<file path="src/design/kstp_pkg.sv">
// Shared types, constants and the Kelvin term table of the symmetric tensor product.
package kstp_pkg;

	localparam int COMP_W   = 32;
	localparam int PROD_W   = 64;
	localparam int SUM_W    = 65;
	localparam int ACC_W    = 98;
	localparam int ENTRY_W  = 64;
	localparam int SPLIT    = 32;
	localparam int SAT_MSB  = SPLIT + ENTRY_W - 1;
	localparam int NUM_COMP = 6;
	localparam int ROW_W    = 3;
	localparam int IDX_W    = 3;
	localparam int DIM_W    = 2;
	localparam int QDEPTH   = 2;
	localparam int QPTR_W   = 1;

	localparam logic [DIM_W-1:0] DIM_PLANE = 2'd2;
	localparam logic [DIM_W-1:0] DIM_RESET = 2'd3;

	localparam logic [ROW_W-1:0] LAST_ROW_3D    = 3'd5;
	localparam logic [ROW_W-1:0] LAST_ROW_PLANE = 3'd3;

	localparam logic [COMP_W-1:0]  W_ROOT     = 32'd1518500250;
	localparam logic [ACC_W-1:0]   ROUND_HALF = {{(ACC_W-SPLIT){1'b0}}, 32'h8000_0000};
	localparam logic [ENTRY_W-1:0] ENTRY_MAX  = {1'b0, {(ENTRY_W-1){1'b1}}};
	localparam logic [ENTRY_W-1:0] ENTRY_MIN  = {1'b1, {(ENTRY_W-1){1'b0}}};

	typedef enum logic [1:0] {
		WT_NONE,
		WT_HALF,
		WT_QUARTER,
		WT_ROOT
	} weight_t;

	typedef struct packed {
		logic [IDX_W-1:0] i;
		logic [IDX_W-1:0] j;
		weight_t          w;
	} term_t;

	typedef struct packed {
		term_t t1;
		term_t t0;
	} term_pair_t;

	typedef struct packed {
		logic [NUM_COMP-1:0][COMP_W-1:0] a;
		logic [NUM_COMP-1:0][COMP_W-1:0] b;
		logic                            plane;
	} kstp_op_t;

	typedef struct packed {
		logic     valid;
		kstp_op_t op;
	} kstp_entry_t;

	function automatic term_t mk(input logic [IDX_W-1:0] i, input logic [IDX_W-1:0] j,
			input weight_t w);
		term_t t;
		t.i = i;
		t.j = j;
		t.w = w;
		return t;
	endfunction

	// cross terms of the upper-triangle entry selected by row and column
	function automatic term_pair_t term_sel(input logic [ROW_W-1:0] r, input logic [ROW_W-1:0] c);
		logic [ROW_W-1:0] lo;
		logic [ROW_W-1:0] hi;
		term_pair_t       tp;
		lo = (r < c) ? r : c;
		hi = (r < c) ? c : r;
		tp.t0 = mk(3'd0, 3'd0, WT_NONE);
		tp.t1 = mk(3'd0, 3'd0, WT_NONE);
		case ({lo, hi})
			6'o00: tp.t0 = mk(3'd0, 3'd0, WT_HALF);
			6'o01: tp.t0 = mk(3'd3, 3'd3, WT_QUARTER);
			6'o02: tp.t0 = mk(3'd5, 3'd5, WT_QUARTER);
			6'o03: tp.t0 = mk(3'd0, 3'd3, WT_HALF);
			6'o04: tp.t0 = mk(3'd3, 3'd5, WT_ROOT);
			6'o05: tp.t0 = mk(3'd0, 3'd5, WT_HALF);
			6'o11: tp.t0 = mk(3'd1, 3'd1, WT_HALF);
			6'o12: tp.t0 = mk(3'd4, 3'd4, WT_QUARTER);
			6'o13: tp.t0 = mk(3'd1, 3'd3, WT_HALF);
			6'o14: tp.t0 = mk(3'd1, 3'd4, WT_HALF);
			6'o15: tp.t0 = mk(3'd3, 3'd4, WT_ROOT);
			6'o22: tp.t0 = mk(3'd2, 3'd2, WT_HALF);
			6'o23: tp.t0 = mk(3'd4, 3'd5, WT_ROOT);
			6'o24: tp.t0 = mk(3'd2, 3'd4, WT_HALF);
			6'o25: tp.t0 = mk(3'd2, 3'd5, WT_HALF);
			6'o33: begin
				tp.t0 = mk(3'd0, 3'd1, WT_HALF);
				tp.t1 = mk(3'd3, 3'd3, WT_QUARTER);
			end
			6'o34: begin
				tp.t0 = mk(3'd3, 3'd4, WT_QUARTER);
				tp.t1 = mk(3'd1, 3'd5, WT_ROOT);
			end
			6'o35: begin
				tp.t0 = mk(3'd3, 3'd5, WT_QUARTER);
				tp.t1 = mk(3'd0, 3'd4, WT_ROOT);
			end
			6'o44: begin
				tp.t0 = mk(3'd1, 3'd2, WT_HALF);
				tp.t1 = mk(3'd4, 3'd4, WT_QUARTER);
			end
			6'o45: begin
				tp.t0 = mk(3'd4, 3'd5, WT_QUARTER);
				tp.t1 = mk(3'd2, 3'd3, WT_ROOT);
			end
			6'o55: begin
				tp.t0 = mk(3'd0, 3'd2, WT_HALF);
				tp.t1 = mk(3'd5, 3'd5, WT_QUARTER);
			end
			default: ;
		endcase
		return tp;
	endfunction

endpackage

</file>
<file path="src/design/kstp_queue.sv">
// Two-entry queue between the front end and the row engine.
module kstp_queue import kstp_pkg::*; (
	input  logic        clk,
	input  logic        arst_n,
	input  kstp_entry_t push,
	output logic        push_ready,
	output kstp_entry_t head,
	input  logic        pop
);

	kstp_op_t          mem_q [QDEPTH];
	logic [QPTR_W-1:0] wr_ptr_q;
	logic [QPTR_W-1:0] rd_ptr_q;
	logic [QPTR_W:0]   count_q;
	logic              do_push;
	logic              do_pop;

	assign push_ready = (count_q != (QPTR_W+1)'(QDEPTH));
	assign do_push    = push.valid && push_ready;
	assign do_pop     = pop && (count_q != '0);

	always_comb begin
		head.valid = (count_q != '0);
		head.op    = mem_q[rd_ptr_q];
	end

	always_ff @(posedge clk or negedge arst_n) begin
		if (!arst_n) begin
			wr_ptr_q <= '0;
			rd_ptr_q <= '0;
			count_q  <= '0;
		end else begin
			if (do_push) begin
				wr_ptr_q <= (wr_ptr_q == QPTR_W'(QDEPTH-1)) ? '0 : wr_ptr_q + 1'b1;
			end
			if (do_pop) begin
				rd_ptr_q <= (rd_ptr_q == QPTR_W'(QDEPTH-1)) ? '0 : rd_ptr_q + 1'b1;
			end
			count_q <= count_q + (QPTR_W+1)'(do_push) - (QPTR_W+1)'(do_pop);
		end
	end

	always_ff @(posedge clk) begin
		if (do_push) begin
			mem_q[wr_ptr_q] <= push.op;
		end
	end

endmodule

</file>
<file path="config.mk">
export PLATFORM = sky130hd
export DESIGN_NAME = kstp_queue
export DESIGN_NICKNAME = d
export VERILOG_FILES = /design/src/design/kstp_pkg.sv /design/src/design/kstp_queue.sv
export SDC_FILE = /design/constraint.sdc
export NUM_CORES = 1
export LEC_CHECK = 0
export ABC_AREA = 0
export BUFFER_PORTS_ARGS = -buffer_cell sky130_fd_sc_hd__buf_2
export CAP_MARGIN = 0
export CORE_AREA = 2 2 302 304
export CTS_CLUSTER_DIAMETER = 30
export DETAILED_ROUTE_END_ITERATION = 16
export DIE_AREA = 0 0 304 306
export RECOVER_POWER = 50
export SLEW_MARGIN = 5
export SYNTH_ARGS = -nofsm -noshare
export SYNTH_HDL_FRONTEND = slang
export SYNTH_SLANG_ARGS = --single-unit
</file>
<file path="constraint.sdc">
create_clock -name clk -period 31.5 [get_ports clk]
set_input_delay 0 -clock clk [delete_from_list [all_inputs] [get_ports clk]]
set_output_delay 0 -clock clk [all_outputs]
set_load 0.005 [all_outputs]
</file>
==> flow_metrics.env <==
export IMPL_status="finished with violations"
export IMPL_failed_checks="max-capacitance violations, max-slew violations"
export IMPL_rr_endpoint="mem_q[1][337]$_DFFE_PP_"
export IMPL_hold_violations=0
export IMPL_slew_violations=220
export IMPL_antenna_found_initial=4
export IMPL_io_buffers=775
export IMPL_hold_class="primary input to flop"
export IMPL_dpl_instance_area_um2=33200
export IMPL_cts_resized=0
export IMPL_ys_ff_latch=774
export IMPL_cts_made_buffers=142
export IMPL_syn_area_per_cell_um2=23.1
export IMPL_grt_max_degree=86
export IMPL_ant_nets=0
export IMPL_synth_top_cells_by_count="770 x edfxtp_1, 385 x mux2_2, 39 x buf_6"
export IMPL_crit_buf_inv=3
export IMPL_grt_pass1_vias=19847
export IMPL_synth_largest_area_cell="edfxtp_1"
export IMPL_die_w_um=304
export IMPL_rr_worst_depth=5
export IMPL_ir_drop_uv=76.1
export IMPL_rsz0062_at_grt="false"
export IMPL_final_nets=3184
export IMPL_fin_skew_ps=26.9
export IMPL_cellPowerDensity_nw_per_um2=88.2
export IMPL_worstPathArrival_ps=6220
export IMPL_grt_usage_pct=15.6
export IMPL_yosysWarnings=0
export IMPL_insertion_delay_ps=720
export IMPL_rows=110
export IMPL_slowest_stage="and3_1"
export IMPL_n_fill_cell=7103
export IMPL_cp_max_fo=76
export IMPL_grt_pass1_wl_mm=112
export IMPL_drv_cap=4
export IMPL_die_h_um=306
export IMPL_wl_per_cell_um=18.3
export IMPL_cts_sink_count=774
export IMPL_cts_htree_levels=4
export IMPL_hold_depth=2
export IMPL_num_io_pins=776
export IMPL_syn_area_um2=28100
export IMPL_worstSetupEndpointType="flop"
export IMPL_clockBufferDepth=3
export IMPL_worstPathRequired_ps=31820
export IMPL_async_flop_share_pct=0.517
export IMPL_synth_area_leaders="edfxtp_1 82%, mux2_2 15%, buf_6 1.6%"
export IMPL_cp_top_family="buffers and inverters"
export IMPL_p_leak_nw=16.8
export IMPL_cts_tree="yes"
export IMPL_min_period_over_period_pct=18.7
export IMPL_min_to="mem_q[0][305]$_DFFE_PP_"
export IMPL_dieArea_um2=93000
export IMPL_setup_viol=0
export IMPL_fmax_ghz=0.170
export IMPL_cpMostUsedCell="buf_4"
export IMPL_cts_setup_buffers=0
export IMPL_ys_types=18
export IMPL_dpl_hpwl_mm=44.8
export IMPL_cp_start_kind="flop"
export IMPL_setup_tns_ps=0
export IMPL_regToRegSetupSlack_ps=25610
export IMPL_cts_root_buf="clkbuf_16"
export IMPL_r2r_start="count_q[0]$_DFF_PN0_"
export IMPL_vias=17832
export IMPL_critical_path_cell_chain="nand2b_1, and3_1, buf_4, buf_4, buf_4"
export IMPL_vias_per_cell=4.36
export IMPL_min_from="push[305]"
export IMPL_fin_area_um2=44700
export IMPL_yosysMostFrequentCell="edfxtp_1"
export IMPL_synthesis_nets=1610
export IMPL_fin_crit_ps=5890
export IMPL_start_util_pct=31.4
export IMPL_coreArea_um2=89600
export IMPL_drc=0
export IMPL_synth_top_area_share_pct=82.2
export IMPL_drt_pass1_iter_count=5
export IMPL_netlist_instances=1220
export IMPL_maxSlewHeadroom_pct=-137
export IMPL_syn_to_final_growth_pct=58.8
export IMPL_gp_congestion=0.824
export IMPL_path_clk_slew_ps=50
export IMPL_critical_path_class="flop to flop"
export IMPL_synth_seq_area_share_pct=82.5
export IMPL_wirelength_mm=74.7
export IMPL_synth_edf_count=770
export IMPL_grt_overflow_total=0
export IMPL_drt_iter0_drc=1023
export IMPL_tightest_slew_ps=3550
export IMPL_ys_flop_type="edfxtp_1"
export IMPL_cpPeakStageDelay_ps=2050
export IMPL_layout_drive_gt1_share_pct=44.2
## where the power goes
group          internal, mW  switching (mW)
clock network         0.993           0.521
registers              1.42          0.0624
logic                 0.459           0.489
## registers in the layout, summed over array words and instances, names as in the netlist
register  count
mem_q       770
count_q       2
wr_ptr_q      1
rd_ptr_q      1
## worst max-delay path by stage
| stage | slack, ps | endpoint | cells past startpoint | start |
|---|---|---|---|---|
| 2_1_floorplan | 13770 | mem_q[0][0]$_DFFE_PP_ | 3 | count_q[0]$_DFF_PN0_ |
| 5_1_grt | 25100 | mem_q[1][347]$_DFFE_PP_ | 5 | count_q[0]$_DFF_PN0_ |
| 6_report | 25610 | mem_q[1][337]$_DFFE_PP_ | 5 | count_q[0]$_DFF_PN0_ |
| 3_5_place_dp | 27060 | mem_q[1][347]$_DFFE_PP_ | 5 | count_q[0]$_DFF_PN0_ |
| 4_1_cts | 26690 | head[345] | 5 | rd_ptr_q$_DFFE_PN0P_ |
| 3_3_place_gp | 27200 | mem_q[1][346]$_DFFE_PP_ | 5 | count_q[0]$_DFF_PN0_ |
## metrics by stage
stage,power (mW),worst slack (ps),hold WS [ps],utilization [%],std cells
after floorplan,2.14,13770,-296,-,1220
after global placement,2.35,27200,-191,37.0,3144
after detailed placement,2.37,27060,-185,37.0,3144
after CTS,3.96,26690,0.0460,50.0,4082
after global routing,4.11,25100,2.74,49.9,4088
final,3.94,25610,48.0,49.9,4088
## routing by layer
layer,global-route usage [%],vias up,part of all wire (%),wire length (um)
met5,0,-,0,0
met4,7.83,0,4.1,3080
met3,5.43,181,7.4,5530
met2,28.2,766,53,39600
met1,16.0,8776,36,26600
li1,-,8109,-,-
## worst register-to-register path, cell delays in order (launching register included)
cell      delay, ps
dfrtp_1         440
nand2b_1        180
and3_1         2050
buf_4           840
buf_4           880
buf_4          1010
## area by class of cell
class | instances | area, um2 | share of cell area, %
clock buffers | 168 | 3690 | 8.27
multi-input cells | 403 | 4460 | 9.98
well taps | 1176 | 1470 | 3.29
repair buffers | 1473 | 10700 | 23.9
clock inverters | 90 | 1150 | 2.56
diodes | 4 | 10.0 | 0.0224
flip-flops and latches | 774 | 23200 | 52.0
## cell families after synthesis
family | share of synthesized area (%)
DFF | 82.5
adders and majority gates | 0.0445
muxes | 15.4
and+or+nand+nor | 0.173
xor gates and xnor gates | 0.0934
buffers and inverters | 1.63
AOI/OAI and AO/OA | 0.111
## placed cells by master, fill, tap and decap left out, types with 5 or more instances in the layout
cell / Yosys / routed
clkinv_2: 0 / 22
dlygate4sd3_1: 0 / 682
clkbuf_16: 0 / 144
clkinv_4: 0 / 6
bufinv_16: 0 / 18
clkinv_1: 0 / 15
clkbuf_2: 0 / 6
clkbuf_1: 0 / 136
clkinvlp_4: 0 / 13
buf_2: 4 / 659
buf_4: 0 / 14
mux2_2: 385 / 384
inv_6: 0 / 5
edfxtp_1: 770 / 770
## timing repair
item | CTS | global route
hold buffers | 680 | 2
endpoints found under the hold margin | 778 | 3
endpoints found under the setup margin | 0 | 0
No activity file was read; power rests on OpenSTA's default activity.
