<file path="src/design/kstp_pkg.sv">
// Shared types, constants and the Kelvin term table of the symmetric tensor product.
package kstp_pkg;

	localparam int COMP_W   = 32;
	localparam int PROD_W   = 64;
	localparam int SUM_W    = 65;
	localparam int ACC_W    = 98;
	localparam int ENTRY_W  = 64;
	localparam int SPLIT    = 32;
	localparam int SAT_MSB  = SPLIT + ENTRY_W - 1;
	localparam int NUM_COMP = 6;
	localparam int ROW_W    = 3;
	localparam int IDX_W    = 3;
	localparam int DIM_W    = 2;
	localparam int QDEPTH   = 2;
	localparam int QPTR_W   = 1;

	localparam logic [DIM_W-1:0] DIM_PLANE = 2'd2;
	localparam logic [DIM_W-1:0] DIM_RESET = 2'd3;

	localparam logic [ROW_W-1:0] LAST_ROW_3D    = 3'd5;
	localparam logic [ROW_W-1:0] LAST_ROW_PLANE = 3'd3;

	localparam logic [COMP_W-1:0]  W_ROOT     = 32'd1518500250;
	localparam logic [ACC_W-1:0]   ROUND_HALF = {{(ACC_W-SPLIT){1'b0}}, 32'h8000_0000};
	localparam logic [ENTRY_W-1:0] ENTRY_MAX  = {1'b0, {(ENTRY_W-1){1'b1}}};
	localparam logic [ENTRY_W-1:0] ENTRY_MIN  = {1'b1, {(ENTRY_W-1){1'b0}}};

	typedef enum logic [1:0] {
		WT_NONE,
		WT_HALF,
		WT_QUARTER,
		WT_ROOT
	} weight_t;

	typedef struct packed {
		logic [IDX_W-1:0] i;
		logic [IDX_W-1:0] j;
		weight_t          w;
	} term_t;

	typedef struct packed {
		term_t t1;
		term_t t0;
	} term_pair_t;

	typedef struct packed {
		logic [NUM_COMP-1:0][COMP_W-1:0] a;
		logic [NUM_COMP-1:0][COMP_W-1:0] b;
		logic                            plane;
	} kstp_op_t;

	typedef struct packed {
		logic     valid;
		kstp_op_t op;
	} kstp_entry_t;

	function automatic term_t mk(input logic [IDX_W-1:0] i, input logic [IDX_W-1:0] j,
			input weight_t w);
		term_t t;
		t.i = i;
		t.j = j;
		t.w = w;
		return t;
	endfunction

	// cross terms of the upper-triangle entry selected by row and column
	function automatic term_pair_t term_sel(input logic [ROW_W-1:0] r, input logic [ROW_W-1:0] c);
		logic [ROW_W-1:0] lo;
		logic [ROW_W-1:0] hi;
		term_pair_t       tp;
		lo = (r < c) ? r : c;
		hi = (r < c) ? c : r;
		tp.t0 = mk(3'd0, 3'd0, WT_NONE);
		tp.t1 = mk(3'd0, 3'd0, WT_NONE);
		case ({lo, hi})
			6'o00: tp.t0 = mk(3'd0, 3'd0, WT_HALF);
			6'o01: tp.t0 = mk(3'd3, 3'd3, WT_QUARTER);
			6'o02: tp.t0 = mk(3'd5, 3'd5, WT_QUARTER);
			6'o03: tp.t0 = mk(3'd0, 3'd3, WT_HALF);
			6'o04: tp.t0 = mk(3'd3, 3'd5, WT_ROOT);
			6'o05: tp.t0 = mk(3'd0, 3'd5, WT_HALF);
			6'o11: tp.t0 = mk(3'd1, 3'd1, WT_HALF);
			6'o12: tp.t0 = mk(3'd4, 3'd4, WT_QUARTER);
			6'o13: tp.t0 = mk(3'd1, 3'd3, WT_HALF);
			6'o14: tp.t0 = mk(3'd1, 3'd4, WT_HALF);
			6'o15: tp.t0 = mk(3'd3, 3'd4, WT_ROOT);
			6'o22: tp.t0 = mk(3'd2, 3'd2, WT_HALF);
			6'o23: tp.t0 = mk(3'd4, 3'd5, WT_ROOT);
			6'o24: tp.t0 = mk(3'd2, 3'd4, WT_HALF);
			6'o25: tp.t0 = mk(3'd2, 3'd5, WT_HALF);
			6'o33: begin
				tp.t0 = mk(3'd0, 3'd1, WT_HALF);
				tp.t1 = mk(3'd3, 3'd3, WT_QUARTER);
			end
			6'o34: begin
				tp.t0 = mk(3'd3, 3'd4, WT_QUARTER);
				tp.t1 = mk(3'd1, 3'd5, WT_ROOT);
			end
			6'o35: begin
				tp.t0 = mk(3'd3, 3'd5, WT_QUARTER);
				tp.t1 = mk(3'd0, 3'd4, WT_ROOT);
			end
			6'o44: begin
				tp.t0 = mk(3'd1, 3'd2, WT_HALF);
				tp.t1 = mk(3'd4, 3'd4, WT_QUARTER);
			end
			6'o45: begin
				tp.t0 = mk(3'd4, 3'd5, WT_QUARTER);
				tp.t1 = mk(3'd2, 3'd3, WT_ROOT);
			end
			6'o55: begin
				tp.t0 = mk(3'd0, 3'd2, WT_HALF);
				tp.t1 = mk(3'd5, 3'd5, WT_QUARTER);
			end
			default: ;
		endcase
		return tp;
	endfunction

endpackage

</file>
<file path="src/design/kstp_if.sv">
// Request and result channel interfaces of the symmetric tensor product.
interface kstp_in_if import kstp_pkg::*; ();
	logic                     valid;
	logic                     ready;
	logic signed [COMP_W-1:0] a_xx;
	logic signed [COMP_W-1:0] a_yy;
	logic signed [COMP_W-1:0] a_zz;
	logic signed [COMP_W-1:0] a_xy;
	logic signed [COMP_W-1:0] a_yz;
	logic signed [COMP_W-1:0] a_xz;
	logic signed [COMP_W-1:0] b_xx;
	logic signed [COMP_W-1:0] b_yy;
	logic signed [COMP_W-1:0] b_zz;
	logic signed [COMP_W-1:0] b_xy;
	logic signed [COMP_W-1:0] b_yz;
	logic signed [COMP_W-1:0] b_xz;

	modport source (
		output valid, a_xx, a_yy, a_zz, a_xy, a_yz, a_xz,
		output b_xx, b_yy, b_zz, b_xy, b_yz, b_xz,
		input  ready
	);
	modport sink (
		input  valid, a_xx, a_yy, a_zz, a_xy, a_yz, a_xz,
		input  b_xx, b_yy, b_zz, b_xy, b_yz, b_xz,
		output ready
	);
endinterface


</file>
<file path="src/design/kstp_front.sv">
// Front end: request register, dimension register and plane classification.
module kstp_front import kstp_pkg::*; (
	input  logic             clk,
	input  logic             arst_n,
	kstp_in_if.sink          operands,
	input  logic             cfg_we,
	input  logic [DIM_W-1:0] cfg_data,
	output kstp_entry_t      push,
	input  logic             push_ready
);

	logic [DIM_W-1:0] dimension_q;
	logic             fr_valid_q;
	kstp_op_t         fr_op_q;
	kstp_op_t         op_d;
	logic             accept;

	always_comb begin
		operands.ready = !fr_valid_q || push_ready;
	end

	assign accept = operands.valid && operands.ready;

	// drop yz and xz in plane mode
	always_comb begin
		op_d.plane = (dimension_q == DIM_PLANE);
		op_d.a[0]  = operands.a_xx;
		op_d.a[1]  = operands.a_yy;
		op_d.a[2]  = operands.a_zz;
		op_d.a[3]  = operands.a_xy;
		op_d.a[4]  = op_d.plane ? '0 : operands.a_yz;
		op_d.a[5]  = op_d.plane ? '0 : operands.a_xz;
		op_d.b[0]  = operands.b_xx;
		op_d.b[1]  = operands.b_yy;
		op_d.b[2]  = operands.b_zz;
		op_d.b[3]  = operands.b_xy;
		op_d.b[4]  = op_d.plane ? '0 : operands.b_yz;
		op_d.b[5]  = op_d.plane ? '0 : operands.b_xz;
	end

	always_ff @(posedge clk or negedge arst_n) begin
		if (!arst_n) begin
			dimension_q <= DIM_RESET;
			fr_valid_q  <= 1'b0;
		end else begin
			if (cfg_we) begin
				dimension_q <= cfg_data;
			end
			if (accept) begin
				fr_valid_q <= 1'b1;
			end else if (push_ready) begin
				fr_valid_q <= 1'b0;
			end
		end
	end

	always_ff @(posedge clk) begin
		if (accept) begin
			fr_op_q <= op_d;
		end
	end

	always_comb begin
		push.valid = fr_valid_q;
		push.op    = fr_op_q;
	end

endmodule

</file>
<file path="src/flat_wrapper.sv">
// flat-port wrapper written by rule: the top's interface ports become plain ports
module kstp_front_flat import kstp_pkg::*;
  (clk, arst_n, cfg_we, cfg_data, push, push_ready, operands_valid, operands_a_xx, operands_a_yy, operands_a_zz, operands_a_xy, operands_a_yz, operands_a_xz, operands_b_xx, operands_b_yy, operands_b_zz, operands_b_xy, operands_b_yz, operands_b_xz, operands_ready);
  kstp_in_if operands_i ();
  input  logic clk;
  input  logic arst_n;
  input  logic cfg_we;
  input  logic [DIM_W-1:0] cfg_data;
  output kstp_entry_t push;
  input  logic push_ready;
  input wire logic [$bits(operands_i.valid)-1:0] operands_valid;
  input wire logic [$bits(operands_i.a_xx)-1:0] operands_a_xx;
  input wire logic [$bits(operands_i.a_yy)-1:0] operands_a_yy;
  input wire logic [$bits(operands_i.a_zz)-1:0] operands_a_zz;
  input wire logic [$bits(operands_i.a_xy)-1:0] operands_a_xy;
  input wire logic [$bits(operands_i.a_yz)-1:0] operands_a_yz;
  input wire logic [$bits(operands_i.a_xz)-1:0] operands_a_xz;
  input wire logic [$bits(operands_i.b_xx)-1:0] operands_b_xx;
  input wire logic [$bits(operands_i.b_yy)-1:0] operands_b_yy;
  input wire logic [$bits(operands_i.b_zz)-1:0] operands_b_zz;
  input wire logic [$bits(operands_i.b_xy)-1:0] operands_b_xy;
  input wire logic [$bits(operands_i.b_yz)-1:0] operands_b_yz;
  input wire logic [$bits(operands_i.b_xz)-1:0] operands_b_xz;
  output wire logic [$bits(operands_i.ready)-1:0] operands_ready;
  assign operands_i.valid = operands_valid;
  assign operands_i.a_xx = operands_a_xx;
  assign operands_i.a_yy = operands_a_yy;
  assign operands_i.a_zz = operands_a_zz;
  assign operands_i.a_xy = operands_a_xy;
  assign operands_i.a_yz = operands_a_yz;
  assign operands_i.a_xz = operands_a_xz;
  assign operands_i.b_xx = operands_b_xx;
  assign operands_i.b_yy = operands_b_yy;
  assign operands_i.b_zz = operands_b_zz;
  assign operands_i.b_xy = operands_b_xy;
  assign operands_i.b_yz = operands_b_yz;
  assign operands_i.b_xz = operands_b_xz;
  assign operands_ready = operands_i.ready;
  kstp_front u_core (.clk(clk), .arst_n(arst_n), .operands(operands_i), .cfg_we(cfg_we), .cfg_data(cfg_data), .push(push), .push_ready(push_ready));
endmodule
</file>
<file path="config.mk">
export PLATFORM = sky130hd
export DESIGN_NAME = kstp_front_flat
export DESIGN_NICKNAME = d
export VERILOG_FILES = /design/src/design/kstp_pkg.sv /design/src/design/kstp_if.sv /design/src/design/kstp_front.sv /design/src/flat_wrapper.sv
export SDC_FILE = /design/constraint.sdc
export NUM_CORES = 1
export LEC_CHECK = 0
export ABC_AREA = 1
export BUFFER_PORTS_ARGS = -buffer_cell sky130_fd_sc_hd__buf_2
export CAP_MARGIN = 20
export CORE_AREA = 4 4 300 302
export DETAILED_ROUTE_END_ITERATION = 6
export DIE_AREA = 0 0 304 306
export GPL_TIMING_DRIVEN = 0
export PLACE_DENSITY_LB_ADDON = 0.1
export SLEW_MARGIN = 20
export SYNTH_ARGS = -nofsm -noshare
export SYNTH_HDL_FRONTEND = slang
export SYNTH_SLANG_ARGS = --single-unit
</file>
<file path="constraint.sdc">
create_clock -name clk -period 29.3 [get_ports clk]
set_input_delay 4.395 -clock clk [delete_from_list [all_inputs] [get_ports clk]]
set_output_delay 4.395 -clock clk [all_outputs]
set_load 0.005 [all_outputs]
</file>
==> results.sh <==
export IMPL_port_buffers=777
export IMPL_h_tree_depth=2
export IMPL_start_util_pct=15.37
export IMPL_gp_congestion=0.7423
export IMPL_timing_setup_critical_path_class="in2out"
export IMPL_cts_root_buffer="clkbuf_16"
export IMPL_grt_busiest_layer="met2"
export IMPL_instances_no_fill=2741
export IMPL_syn_to_final_growth_pct=54.94
export IMPL_skew_ns=0.01831
export IMPL_grtUsageMet1_pct=10.49
export IMPL_slew_headroom_pct=61.89
export IMPL_synth_avg_cell_area_um2=19.68
export IMPL_cts_resized=0
export IMPL_antenna_found_initial=23
export IMPL_leakage_nw=8.868
export IMPL_gr_usage_all_layers_pct=10.84
export IMPL_route_detailed_wl_per_inst_um=19.22
export IMPL_synth_nets=1076
export IMPL_crit_family="buffers and inverters"
export IMPL_irDropWorstVdd_v=0.00003481
export IMPL_start_kind="input port"
export IMPL_rsz0062_at_grt="false"
export IMPL_cts_setup_buffers=0
export IMPL_ys_warn_count=0
export IMPL_dpl_cell_count=2649
export IMPL_vias_per_cell=3.323
export IMPL_crit_buf_inv=3
export IMPL_ctsHoldBuffers=0
export IMPL_drv_cap=0
export IMPL_boundaryPins=778
export IMPL_chipWidth_um=304
export IMPL_syn_inst=685
export IMPL_core_area_um2=87690
export IMPL_outcome="finished, final reports clean"
export IMPL_power_per_cell_area_nw_per_um2=64.56
export IMPL_post_route_period_util_pct=31.66
export IMPL_grt_pass1_wl_um=73240
export IMPL_use_met3_pct=5.906
export IMPL_setup_viol=0
export IMPL_hpwlAfterDp_um=42470
export IMPL_grt_pass1_vias=9919
export IMPL_dr_total_vias=9107
export IMPL_worst_pin_slew_ns=0.5704
export IMPL_cts_buffer_depth=3
export IMPL_path_max_fanout=2
export IMPL_routed_wl_um=52680
export IMPL_ys_types=14
export IMPL_drtIter0Drc=334
export IMPL_period_needed_ns=9.277
export IMPL_rows=109
export IMPL_clock_fmax_ghz=0.1078
export IMPL_fin_nets=1925
export IMPL_crit_path_frequent_cell="buf_2"
export IMPL_syn_area_um2=13480
export IMPL_die_h_um=306
export IMPL_grtUsageMet2_pct=19.88
export IMPL_cts_sinks=388
export IMPL_grt_max_degree=24
export IMPL_hold_violations=0
export IMPL_maxSlewViolCount=0
export IMPL_crit_path_end_kind="primary output"
export IMPL_grt_overflow_total=0
export IMPL_dieArea_um2=93020
export IMPL_cp_slowest_cell="buf_2"
export IMPL_cts_buffers=48
export IMPL_postRouteAntennaNets=0
export IMPL_yosysSeqAreaShare_pct=86.35
export IMPL_clkTransAtPathRegs_ns=0.05
export IMPL_final_layout_size_suffix_gt1_share_pct=63.30
export IMPL_clk_insertion_delay_late_ns=0.58
export IMPL_critPathArrivalTime_ns=4.88
export IMPL_hold_class="reg2reg"
export IMPL_ys_ff_latch=388
export IMPL_post_route_util_pct=23.81
export IMPL_crit_path_max_incr_delay_ns=0.16
export IMPL_drc=0
export IMPL_cts_tree="yes"
export IMPL_firstDrtPassIters=4
export IMPL_path_cells="buf_2, inv_1, nand2_1, buf_2"
export IMPL_crit_required_ns=24.90
## flip-flops by register name, indices dropped and copies added, names as in the netlist
register / flops
u_core.dimension_q: 2
u_core.fr_valid_q: 1
u_core.push: 385
## through the flow
stage / hold WS, ns / total power [mW] / area (um^2) / worst slack (ns) / TNS, ns
2_1_floorplan: 0.5056 / 0.7425 / 13480 / 5.167 / 0
3_3_place_gp: 0.5619 / 0.8387 / 18820 / -5.967 / -2275.58
3_5_place_dp: 0.5718 / 0.8140 / 19440 / 19.99 / 0
4_1_cts: 0.5853 / 1.385 / 20870 / 19.99 / 0
5_1_grt: 0.5966 / 1.419 / 20880 / 20.00 / 0
6_report: 0.5763 / 1.348 / 20880 / 20.02 / 0
## area by class of cell
cell class | count | area (um^2)
inverter | 132 | 495.5
buffer | 29 | 294.0
timing repair buffer | 799 | 4494
tap | 1165 | 1458
fill | 9377 | 66810
clock buffer | 60 | 1256
multi-input combinational | 136 | 1061
clock inverter | 28 | 175.2
antenna | 4 | 10.01
sequential | 388 | 11640
## power breakdown
part / internal (mW) / leakage (nW) / switching, mW
sequential: 0.652 / 3.72 / 0.00713
combinational: 0.0634 / 4.44 / 0.0739
clock: 0.312 / 0.704 / 0.239
## worst paths after layout
| check | startpoint | end | slack [ns] | depth (start not counted) |
|---|---|---|---|---|
| worst max-delay path | push_ready | operands_ready | 20.02 | 4 |
| worst min-delay path | u_core.dimension_q[0]$_DFFE_PN1P_ | u_core.push[0]$_DFFE_PP_ | 0.58 | 1 |
| worst max register to register | u_core.fr_valid_q$_DFFE_PN0P_ | u_core.push[107]$_DFFE_PP_ | 26.88 | 7 |
| worst min register to register | u_core.dimension_q[0]$_DFFE_PN1P_ | u_core.push[0]$_DFFE_PP_ | 0.58 | 1 |
| max in group asynchronous | arst_n | u_core.dimension_q[1]$_DFFE_PN1P_ | 25.45 | 1 |
| min in group asynchronous | arst_n | u_core.fr_valid_q$_DFFE_PN0P_ | 3.63 | 1 |
## cell usage after synthesis, drive strengths merged
master	n	share of area, %
edfxtp	385	86
inv	132	3.7
a21oi	129	7.6
buf	27	2.1
nand2	4	0.11
clkbuf	2	0.056
dfstp	2	0.39
o21ai	2	0.074
dfrtp	1	0.19
nor2	1	0.028
## cells by family after synthesis
family                 Yosys count  synth area share (%)
AO/OA/AOI/OAI                  131                 7.649
flip-flops                     388                 86.35
AND/OR/NAND/NOR                  5                0.1392
buffers and inverters          161                 5.858
## per-layer routing
| metal | vias up | share of wire, % | wire length [um] |
|---|---|---|---|
| met3 | 103 | 12 | 6158 |
| li1 | 4183 | - | - |
| met1 | 4331 | 33 | 17510 |
| met4 | 28 | 2.4 | 1284 |
| met5 | - | 0.39 | 207 |
| met2 | 462 | 52 | 27520 |
## placed cells by master, fill, tap and decap left out
| master | instances |
|---|---|
| clkbuf_1 | 13 |
| dfstp_2 | 2 |
| a21oi_2 | 100 |
| nand2_1 | 4 |
| dfrtp_1 | 1 |
| clkbuf_8 | 1 |
| clkinv_8 | 1 |
| edfxtp_1 | 385 |
| buf_4 | 3 |
| nor2_1 | 1 |
| buf_16 | 22 |
| a21oi_4 | 1 |
| clkinv_1 | 12 |
| bufinv_16 | 1 |
| inv_6 | 3 |
| clkinvlp_4 | 1 |
| clkbuf_16 | 48 |
| buf_6 | 23 |
| a21oi_1 | 28 |
| o21ai_0 | 2 |
| clkinv_2 | 10 |
| diode_2 | 4 |
| inv_2 | 1 |
| buf_2 | 778 |
| inv_1 | 131 |
Note: power is estimated with default switching activity, not from simulation.
